### src/c8i_pkg.sv
// Shared types and constants for the CHIP-8 instruction core.
// Used by the controller, the datapath and the top level; depends on nothing.
`timescale 1ns / 1ps
`default_nettype none

package c8i_pkg;

  localparam int MEM_BYTES   = 4096;
  localparam int ADDR_W      = 12;
  localparam int SCREEN_COLS = 64;
  localparam int SCREEN_ROWS = 32;
  localparam int ROW_W       = 5;
  localparam int COL_W       = 6;
  localparam int STACK_DEPTH = 16;
  localparam int SP_W        = 4;
  localparam int NUM_REGS    = 16;

  localparam logic [ADDR_W-1:0] PROGRAM_START = 12'd512;
  localparam logic [3:0]        FLAG_IDX      = 4'hF;
  localparam logic [7:0]        KK_CLS        = 8'hE0;
  localparam logic [7:0]        KK_RET        = 8'hEE;

  // Request function codes.
  typedef enum logic [1:0] {
    FUNC_WRITE = 2'd0,
    FUNC_STEP  = 2'd1,
    FUNC_READ  = 2'd2,
    FUNC_NONE  = 2'd3
  } func_e;

  // Instruction families (top nibble).
  typedef enum logic [3:0] {
    OP_SYS      = 4'h0,
    OP_JUMP     = 4'h1,
    OP_CALL     = 4'h2,
    OP_SKIP_EQ  = 4'h3,
    OP_SKIP_NE  = 4'h4,
    OP_SKIP_REG = 4'h5,
    OP_LOAD     = 4'h6,
    OP_ADD_IMM  = 4'h7,
    OP_ALU      = 4'h8,
    OP_LOAD_I   = 4'hA,
    OP_DRAW     = 4'hD
  } op_e;

  // Register-register operations (low nibble of family 8).
  typedef enum logic [3:0] {
    ALU_MOV = 4'h0,
    ALU_OR  = 4'h1,
    ALU_AND = 4'h2,
    ALU_XOR = 4'h3,
    ALU_ADD = 4'h4,
    ALU_SUB = 4'h5
  } alu_e;

  // Commands from the controller to the datapath.
  typedef struct packed {
    logic clear_step;
    logic accept;
    logic fetch_hi;
    logic fetch_lo;
    logic read_x;
    logic read_y;
    logic exec;
    logic draw_rd;
    logic draw_wr;
    logic finish;
  } c8i_cmd_t;

  // Status from the datapath to the controller.
  typedef struct packed {
    logic clear_last;
    logic step_req;
    logic draw_go;
    logic draw_last;
    logic out_free;
  } c8i_status_t;

endpackage

`default_nettype wire

### src/c8i_ctrl.sv
// Controller state machine for the CHIP-8 instruction core.
// Depends on c8i_pkg for the command and status structs.
`timescale 1ns / 1ps
`default_nettype none

module c8i_ctrl import c8i_pkg::*; (
  input  wire logic        clk_i,
  input  wire logic        rst_ni,
  input  wire logic        in_valid_i,
  output logic             in_ready_o,
  input  wire c8i_status_t status_i,
  output c8i_cmd_t         cmd_o
);

  typedef enum logic [9:0] {
    S_CLEAR    = 10'b00_0000_0001,
    S_IDLE     = 10'b00_0000_0010,
    S_FETCH_HI = 10'b00_0000_0100,
    S_FETCH_LO = 10'b00_0000_1000,
    S_READ_X   = 10'b00_0001_0000,
    S_READ_Y   = 10'b00_0010_0000,
    S_EXEC     = 10'b00_0100_0000,
    S_DRAW_RD  = 10'b00_1000_0000,
    S_DRAW_WR  = 10'b01_0000_0000,
    S_FINISH   = 10'b10_0000_0000
  } state_e;

  state_e state_q, state_d;
  logic   accept;

  assign in_ready_o = (state_q == S_IDLE);
  assign accept     = in_valid_i && in_ready_o;

  // Decode the state into datapath commands.
  always_comb begin
    cmd_o            = '0;
    cmd_o.clear_step = (state_q == S_CLEAR);
    cmd_o.accept     = accept;
    cmd_o.fetch_hi   = (state_q == S_FETCH_HI);
    cmd_o.fetch_lo   = (state_q == S_FETCH_LO);
    cmd_o.read_x     = (state_q == S_READ_X);
    cmd_o.read_y     = (state_q == S_READ_Y);
    cmd_o.exec       = (state_q == S_EXEC);
    cmd_o.draw_rd    = (state_q == S_DRAW_RD);
    cmd_o.draw_wr    = (state_q == S_DRAW_WR);
    cmd_o.finish     = (state_q == S_FINISH) && status_i.out_free;
  end

  // Next-state logic.
  always_comb begin
    state_d = state_q;
    case (state_q)
      S_CLEAR: begin
        if (status_i.clear_last) state_d = S_IDLE;
      end
      S_IDLE: begin
        if (accept) state_d = status_i.step_req ? S_FETCH_HI : S_FINISH;
      end
      S_FETCH_HI: state_d = S_FETCH_LO;
      S_FETCH_LO: state_d = S_READ_X;
      S_READ_X:   state_d = S_READ_Y;
      S_READ_Y:   state_d = S_EXEC;
      S_EXEC: begin
        state_d = status_i.draw_go ? S_DRAW_RD : S_FINISH;
      end
      S_DRAW_RD:  state_d = S_DRAW_WR;
      S_DRAW_WR: begin
        state_d = status_i.draw_last ? S_FINISH : S_DRAW_RD;
      end
      S_FINISH: begin
        if (status_i.out_free) state_d = S_IDLE;
      end
      default:    state_d = S_CLEAR;
    endcase
  end

  always_ff @(posedge clk_i or negedge rst_ni) begin
    if (!rst_ni) begin
      state_q <= S_CLEAR;
    end else begin
      state_q <= state_d;
    end
  end

endmodule

`default_nettype wire

### config.mk
export PLATFORM = sky130hd
export DESIGN_NAME = c8i_ctrl
export DESIGN_NICKNAME = d
export VERILOG_FILES = /design/src/c8i_pkg.sv /design/src/c8i_ctrl.sv
export SDC_FILE = /design/constraint.sdc
export NUM_CORES = 1
export LEC_CHECK = 0
export BUFFER_PORTS_ARGS = -buffer_cell sky130_fd_sc_hd__buf_4
export CORE_MARGIN = 3
export CORE_UTILIZATION = 50
export DETAILED_ROUTE_END_ITERATION = 6
export PLACE_DENSITY = 0.75
export RECOVER_POWER = 25
export SLEW_MARGIN = 0
export SYNTH_ARGS = -nofsm -noshare
export SYNTH_HDL_FRONTEND = slang
export SYNTH_SLANG_ARGS = --single-unit
export TNS_END_PERCENT = 100
### constraint.sdc
create_clock -name clk_i -period 1.74 [get_ports clk_i]
set_clock_uncertainty 0.15 [all_clocks]
set_input_delay 0.087 -clock clk_i [delete_from_list [all_inputs] [get_ports clk_i]]
set_output_delay 0.087 -clock clk_i [all_outputs]
set_load 0.01 [all_outputs]
==> flow_metrics.tcl, run 1 <==
set metrics [dict create \
    ys_seq_area_share_pct 31.96 \
    synth_edf_count 0 \
    num_rows 13 \
    lastStage "5_1_grt" \
    htree_levels 1 \
    synthFlopType "dfrtp_1" \
    stop_error "[ERROR DPL-0033] detailed placement checks failed during check placement." \
    grt_max_degree 11 \
    outcome "aborted with a tool error" \
    synth_cell_types 39 \
    cts_buffers 3 \
    synth_nets 90 \
    yosys_warnings 0 \
    syn_avg_cell_area_um2 9.598 \
    die_w_um 45.68 \
    netlist_area_um2 787.0 \
    cts_num_sinks 10 \
    initial_core_util_pct 56.92 \
    hpwlAfterDp_um 1534 \
    synth_seq_cells 10 \
    endpoint_type "output port" \
    antenna_found_initial 0 \
    synth_async_sr_flop_share_pct 100.0 \
    io_buffers 18 \
    gp_congestion 0.8160 \
    worst_endpoint "cmd_o[5]" \
    die_y_um 45.68 \
    io_pins 19 \
    synth_cells 82 \
    cts_max_path_buffers 2 \
    cts-root-buf "clkbuf_4" \
]
[stage by stage]
| step | util (%) | cells | instance area, um^2 | worst slack (ns) |
|---|---|---|---|---|
| after floorplan | - | 82 | 787.0 | 0.05889 |
| after global placement | 69.59 | 117 | 962.2 | 0.07344 |
| after detailed placement | 69.59 | 117 | 962.2 | -0.02558 |
| after CTS | 87.96 | 137 | 1216 | -0.1490 |
[synth_stat cells (2+ instances only)]
cell type  instances  area, um^2
and4b_1            2       20.02
and4b_2            2       22.52
buf_2              4       20.02
buf_4              4       30.03
dfrtp_1            9       225.2
inv_1              5       18.77
nand2_1            2       7.510
nand3_1            2       10.01
nor2_1             5       18.77
nor3_1             2       10.01
nor3b_1           10       75.07
nor4_1             3       18.77
nor4_4             2       42.54
o21ai_0            2       10.01
o22ai_1            2       12.51
xnor2_1            2       17.52
xor2_1             2       17.52
[cell families after synthesis]
group,synth area share (%)
XOR/XNOR,4.452
AO/OA/AOI/OAI,11.61
flip-flops,31.96
buffers and inverters,10.18
AND/OR/NAND/NOR,41.81
[timing repair]
action | in CTS
hold endpoints to repair | 15
setup buffers | 10
resized for setup | 20
pin swaps | 4
setup endpoints to repair | 11
hold buffers | 6
==> run 2, diff against run 1 <==
Settings changed: CORE_AREA set to 3 3 64 66, CORE_MARGIN 3 to unset, CORE_UTILIZATION 50 to unset, DIE_AREA set to 0 0 67 69, PLACE_DENSITY 0.75 to unset, PLACE_DENSITY_LB_ADDON set to 0.15.
==> flow_metrics.tcl, run 2 <==
set metrics [dict create \
    grt_pass1_vias 814 \
    initial_core_util_pct 21.66 \
    maxClockFrequency_mhz 551.5 \
    grt_pass1_wl_um 4015 \
    hold_path.class "input port to flop" \
    cts_tree "yes" \
    final-max-slew-violation-count 0 \
    antenna_found_initial 0 \
    synthFlopType "dfrtp_1" \
    netlist_area_um2 787.0 \
    synth_seq_cells 10 \
    dr_total_vias 801 \
    synth_top_area_share_pct 28.62 \
    num_rows 22 \
    synth.most_common_cell "nor3b_1" \
    layout_common_cells "35 x buf_4, 9 x buf_6, 7 x nor3b_1" \
    post-route-period-util_pct 104.2 \
    routedWlPerCell_um 13.71 \
    rrSetupSlack_ns -0.03 \
    htree_levels 1 \
    drt_iter0_markers 23 \
    failed_checks "negative setup slack" \
    required_ns 1.50 \
    busiest_layer "met2" \
    avgViaCountPerCell 4.577 \
    synth.area.top_cells "dfrtp_1 29%, nor3b_1 9.5%, nor4_4 5.4%, buf_4 3.8%, dfstp_2 3.3%" \
    synth_cell_types 39 \
    synth_async_sr_flop_share_pct 100.0 \
    regArea_um2 257.7 \
    diodes 0 \
    synth_cells 82 \
    cts_max_path_buffers 2 \
    end_kind "output pin" \
    multi_input_area_um2 571.8 \
    hpwlAfterDp_um 1664 \
    grt_max_degree 11 \
    largest_reg_flops 10 \
    r2r_cells 5 \
    drive_above_1_share_pct 59.06 \
    period_minus_slack_ns 1.813 \
    yosys_warnings 0 \
    crit_fanout 4 \
    gp_congestion 0.8283 \
    finalHoldViolations 0 \
    cts-root-buf "clkbuf_8" \
    setup_viol 10 \
    cellPowerDensity_mw_per_mm2 1152 \
    drtAntennaViolNets 0 \
    die_y_um 69 \
    cp.arrival_ns 1.58 \
    syn_avg_cell_area_um2 9.598 \
    dieArea_mm2 0.004623 \
    cts_num_sinks 10 \
    postPlaceCellArea_mm2 0.001026 \
    clock_latency_ns 0.25 \
    nets 136 \
    clk_pin_slew_ns 0.06 \
    ir_drop_mv 0.5682 \
    place_worst_setup_slack_ns 0.02145 \
    core_area_mm2 0.003633 \
    postRouteWirelength_um 2400 \
    grt_usage_pct 11.21 \
    io_pins 19 \
    die_w_um 67 \
    critical_path_class "flop to output pin" \
    setup_slack_ns -0.07340 \
    reg.largest.list "state_q (10)" \
    io_buffers 18 \
    post-route-util_pct 37.74 \
    largest-register "state_q" \
    grtUsageMet3_pct 3.909 \
    use_met2_pct 17.03 \
    holdPathStages 3 \
    syn_to_final_growth_pct 74.25 \
    worstMarginPinSlew_ns 0.6364 \
    grt_overflow 0 \
    synth_edf_count 0 \
    synth_top_area_cell "dfrtp_1" \
    startpoint_type "flop" \
    p_leak_uw 0.0005822 \
    fin_tns_setup_ns -0.4054 \
    dr.pass1.iters 4 \
    outcome "finished, violations left" \
    synth_common_cells "10 x nor3b_1, 9 x dfrtp_1, 5 x inv_1, 5 x nor2_1" \
    maxSlewHeadroom_pct 57.57 \
    rsz0062_at_grt "yes" \
    ys_seq_area_share_pct 31.96 \
    final_area_mm2 0.001371 \
    cts_buffers 3 \
    drc 0 \
    maxCapViolations 0 \
    synth_nets 90 \
    use_met1_pct 15.01 \
    fillers 386 \
    final_common_cell "buf_4" \
]
[run 2: cell counts after synthesis]
Identical to the previous run, type by type.
[run 2: final cells by class]
cell class                 count  share of cell area (%)
clock buffer                   4                   3.285
multi-input combinational     58                   41.70
timing repair buffer          50                   30.47
sequential                    10                   18.80
inverter                       5                   1.369
tap                           48                   4.380
[run 2: path summary, 6_finish.rpt]
kind                                    to         from
worst min register to register  state_q[5]   state_q[5]
worst max register to register  state_q[0]   state_q[4]
min in group asynchronous       state_q[7]       rst_ni
worst min-delay path            state_q[7]  status_i[1]
max in group asynchronous       state_q[4]       rst_ni
worst max-delay path              cmd_o[2]   state_q[1]
[run 2: stage by stage]
stage,hold slack [ns],total power (uW),instances
after floorplan,-0.3586,719.0,82
after global placement,-0.2176,955.8,153
after detailed placement,-0.2176,951.3,153
after CTS,0.003385,1449,172
after global routing,0.01126,1683,175
final,0.004717,1580,175
[run 2: cells by family after synthesis]
logic type      Yosys count  share of synthesized area (%)
compound gates           13                          11.61
simple gates             41                          41.81
buf+inv                  14                          10.18
xor+xnor                  4                          4.452
flops                    10                          31.96
[run 2: what timing repair did]
action	CTS	global route
setup buffers	10	3
gates resized for setup	20	14
pin swaps	8	1
endpoints found under the setup margin	11	13
hold buffers	5	0
hold endpoints to repair	14	0
[run 2: where the power goes]
group          total [uW]  switching (uW)  internal, uW
sequential            343            63.6           279
combinational         971             431           540
clock                 267             105           161
[run 2: metal layers]
layer	wire, um	part of all wire (%)	up-vias
met2	1148	48	15
met3	120	5.0	4
met1	1107	46	390
met4	23	0.96	0
met5	0	0	-
li1	-	-	392
[run 2: critical path, cell delays in order (launching register included)]
cell,delay [ns]
dfrtp_2,0.44
buf_6,0.13
buf_4,0.13
nor2_1,0.19
nand3_4,0.13
nor3b_2,0.17
buf_4,0.14
(Power assumes the default switching activity.)
==> run 3, diff against run 2 <==
Settings changed: BUFFER_PORTS_ARGS -buffer_cell sky130_fd_sc_hd__buf_4 to -buffer_cell sky130_fd_sc_hd__buf_2.
==> flow_metrics.tcl, run 3 (synthesis gave the netlist of run 2 again) <==
set metrics [dict create \
    die_w_um 67 \
    cts_num_sinks 10 \
    clk_pin_slew_ns 0.05 \
    final_area_mm2 0.001538 \
    rsz0062_at_grt "yes" \
    cts_tree "yes" \
    dp.cells 153 \
    core_area_mm2 0.003633 \
    rrSetupSlack_ns -0.06 \
    grt_max_degree 11 \
    postPlaceCellArea_um2 980.9 \
    largest-register "state_q" \
    nets 151 \
    drc 0 \
    end_kind "output pin" \
    grt_usage_pct 11.19 \
    crit_start "state_q[1]" \
    cts_max_path_buffers 2 \
    drt_iter0_markers 20 \
    htree_levels 1 \
    reg.largest.list "state_q (10)" \
    cp.arrival_ns 1.61 \
    finalHoldViolations 0 \
    crit_fanout 3 \
    setup_viol 10 \
    r2r-end "state_q[0]" \
    drive_above_1_share_pct 71.83 \
    gp_congestion 0.8341 \
    outcome "finished, violations left" \
    postRouteWirelength_um 2762 \
    worstMarginPinSlew_ns 0.5975 \
    antenna_found_initial 0 \
    p_leak_uw 0.0006873 \
    cellPowerDensity_mw_per_mm2 1162 \
    cts_buffers 3 \
    avgViaCountPerCell 4.521 \
    dr_total_vias 859 \
    final-max-slew-violation-count 0 \
    hpwlAfterDp_um 1671 \
    ir_drop_mv 0.6332 \
    initial_core_util_pct 21.66 \
    critical_path_class "flop to output pin" \
    whs_ns 0.02375 \
    setup_slack_ns -0.1067 \
    post-route-util_pct 42.32 \
    dieArea_mm2 0.004623 \
    io_buffers 18 \
    period_minus_slack_ns 1.847 \
    startpoint_type "flop" \
    largest_reg_flops 10 \
    die_y_um 69 \
    layout_common_cells "33 x buf_4, 13 x buf_2, 12 x buf_6, 9 x dfrtp_2, 6 x nor3b_1" \
    stdcell_count 190 \
    syn_to_final_growth_pct 95.39 \
    reg2reg_from "state_q[7]" \
    num_rows 22 \
    maxCapViolations 0 \
    drtAntennaViolNets 0 \
    grt_overflow 0 \
    failed_checks "negative setup slack" \
    diodes 0 \
    io_pins 19 \
    clock_latency_ns 0.24 \
    crit_end "cmd_o[1]" \
    post-route-period-util_pct 106.1 \
    required_ns 1.50 \
    maxClockFrequency_mhz 541.5 \
    routedWlPerCell_um 14.54 \
    cts-root-buf "clkbuf_8" \
    final_common_cell "buf_4" \
    grt_pass1_vias 825 \
    r2r_cells 5 \
    hold_path.class "input port to flop" \
    grt_pass1_wl_um 3946 \
    maxSlewHeadroom_pct 60.17 \
    dr.pass1.iters 4 \
]
[run 3: repair_timing]
item | 4_1_cts | 5_1_grt
pin swaps | 5 | 12
hold buffers | 5 | 0
buffers inserted | 17 | 13
endpoints found under the setup margin | 12 | 16
hold endpoints to repair | 14 | 0
resized for setup | 19 | 32
[run 3: worst min path at each step]
| stage | startpoint | slack (ns) | depth (start not counted) | end |
|---|---|---|---|---|
| CTS | status_i[1] | 0.02 | 3 | state_q[7] |
| finish | status_i[1] | 0.02 | 3 | state_q[7] |
| detailed placement | rst_ni | -0.18 | 1 | state_q[6] |
| floorplan | rst_ni | -0.36 | 0 | state_q[1] |
| global route | status_i[1] | 0.04 | 3 | state_q[7] |
| global placement | rst_ni | -0.18 | 1 | state_q[6] |
[run 3: through the flow]
| step | TNS, ns | setup WS (ns) | total power [uW] |
|---|---|---|---|
| 6_report | -0.6452 | -0.1067 | 1787 |
| 5_1_grt | -1.807 | -0.2021 | 1897 |
| 4_1_cts | -0.4834 | -0.08215 | 1433 |
| 3_5_place_dp | 0 | 0.009951 | 928.0 |
| 3_3_place_gp | 0 | 0.003147 | 932.9 |
| 2_1_floorplan | 0 | 0.05889 | 719.0 |
[run 3: layout make-up]
class / count / area (um^2)
Sequential cell: 10 / 262.8
Timing Repair Buffer: 65 / 521.8
Inverter: 5 / 18.77
Multi-Input combinational cell: 58 / 619.3
Tap cell: 48 / 60.06
Fill cell: 372 / 2096
Clock buffer: 4 / 55.05
[run 3: report_power, final]
part           total [uW]  switching (uW)  internal (uW)  leakage [uW]
combinational        1150             514            638      0.000539
clock                 301             101            200     0.0000288
sequential            335            53.6            281      0.000120
total                1790             669           1120      0.000687
[run 3: critical path: stages (launching register included)]
cell     delay [ns]
dfrtp_2        0.43
nor4_4         0.35
buf_4          0.19
nand2_4        0.07
nor3b_4        0.18
buf_2          0.16
[run 3: routing by layer]
metal	up-vias	GRT usage [%]	wire, um
met5	-	0	0
met4	0	3.378	22
met3	4	3.909	136
met2	18	17.25	1423
met1	412	14.46	1179
li1	425	-	-
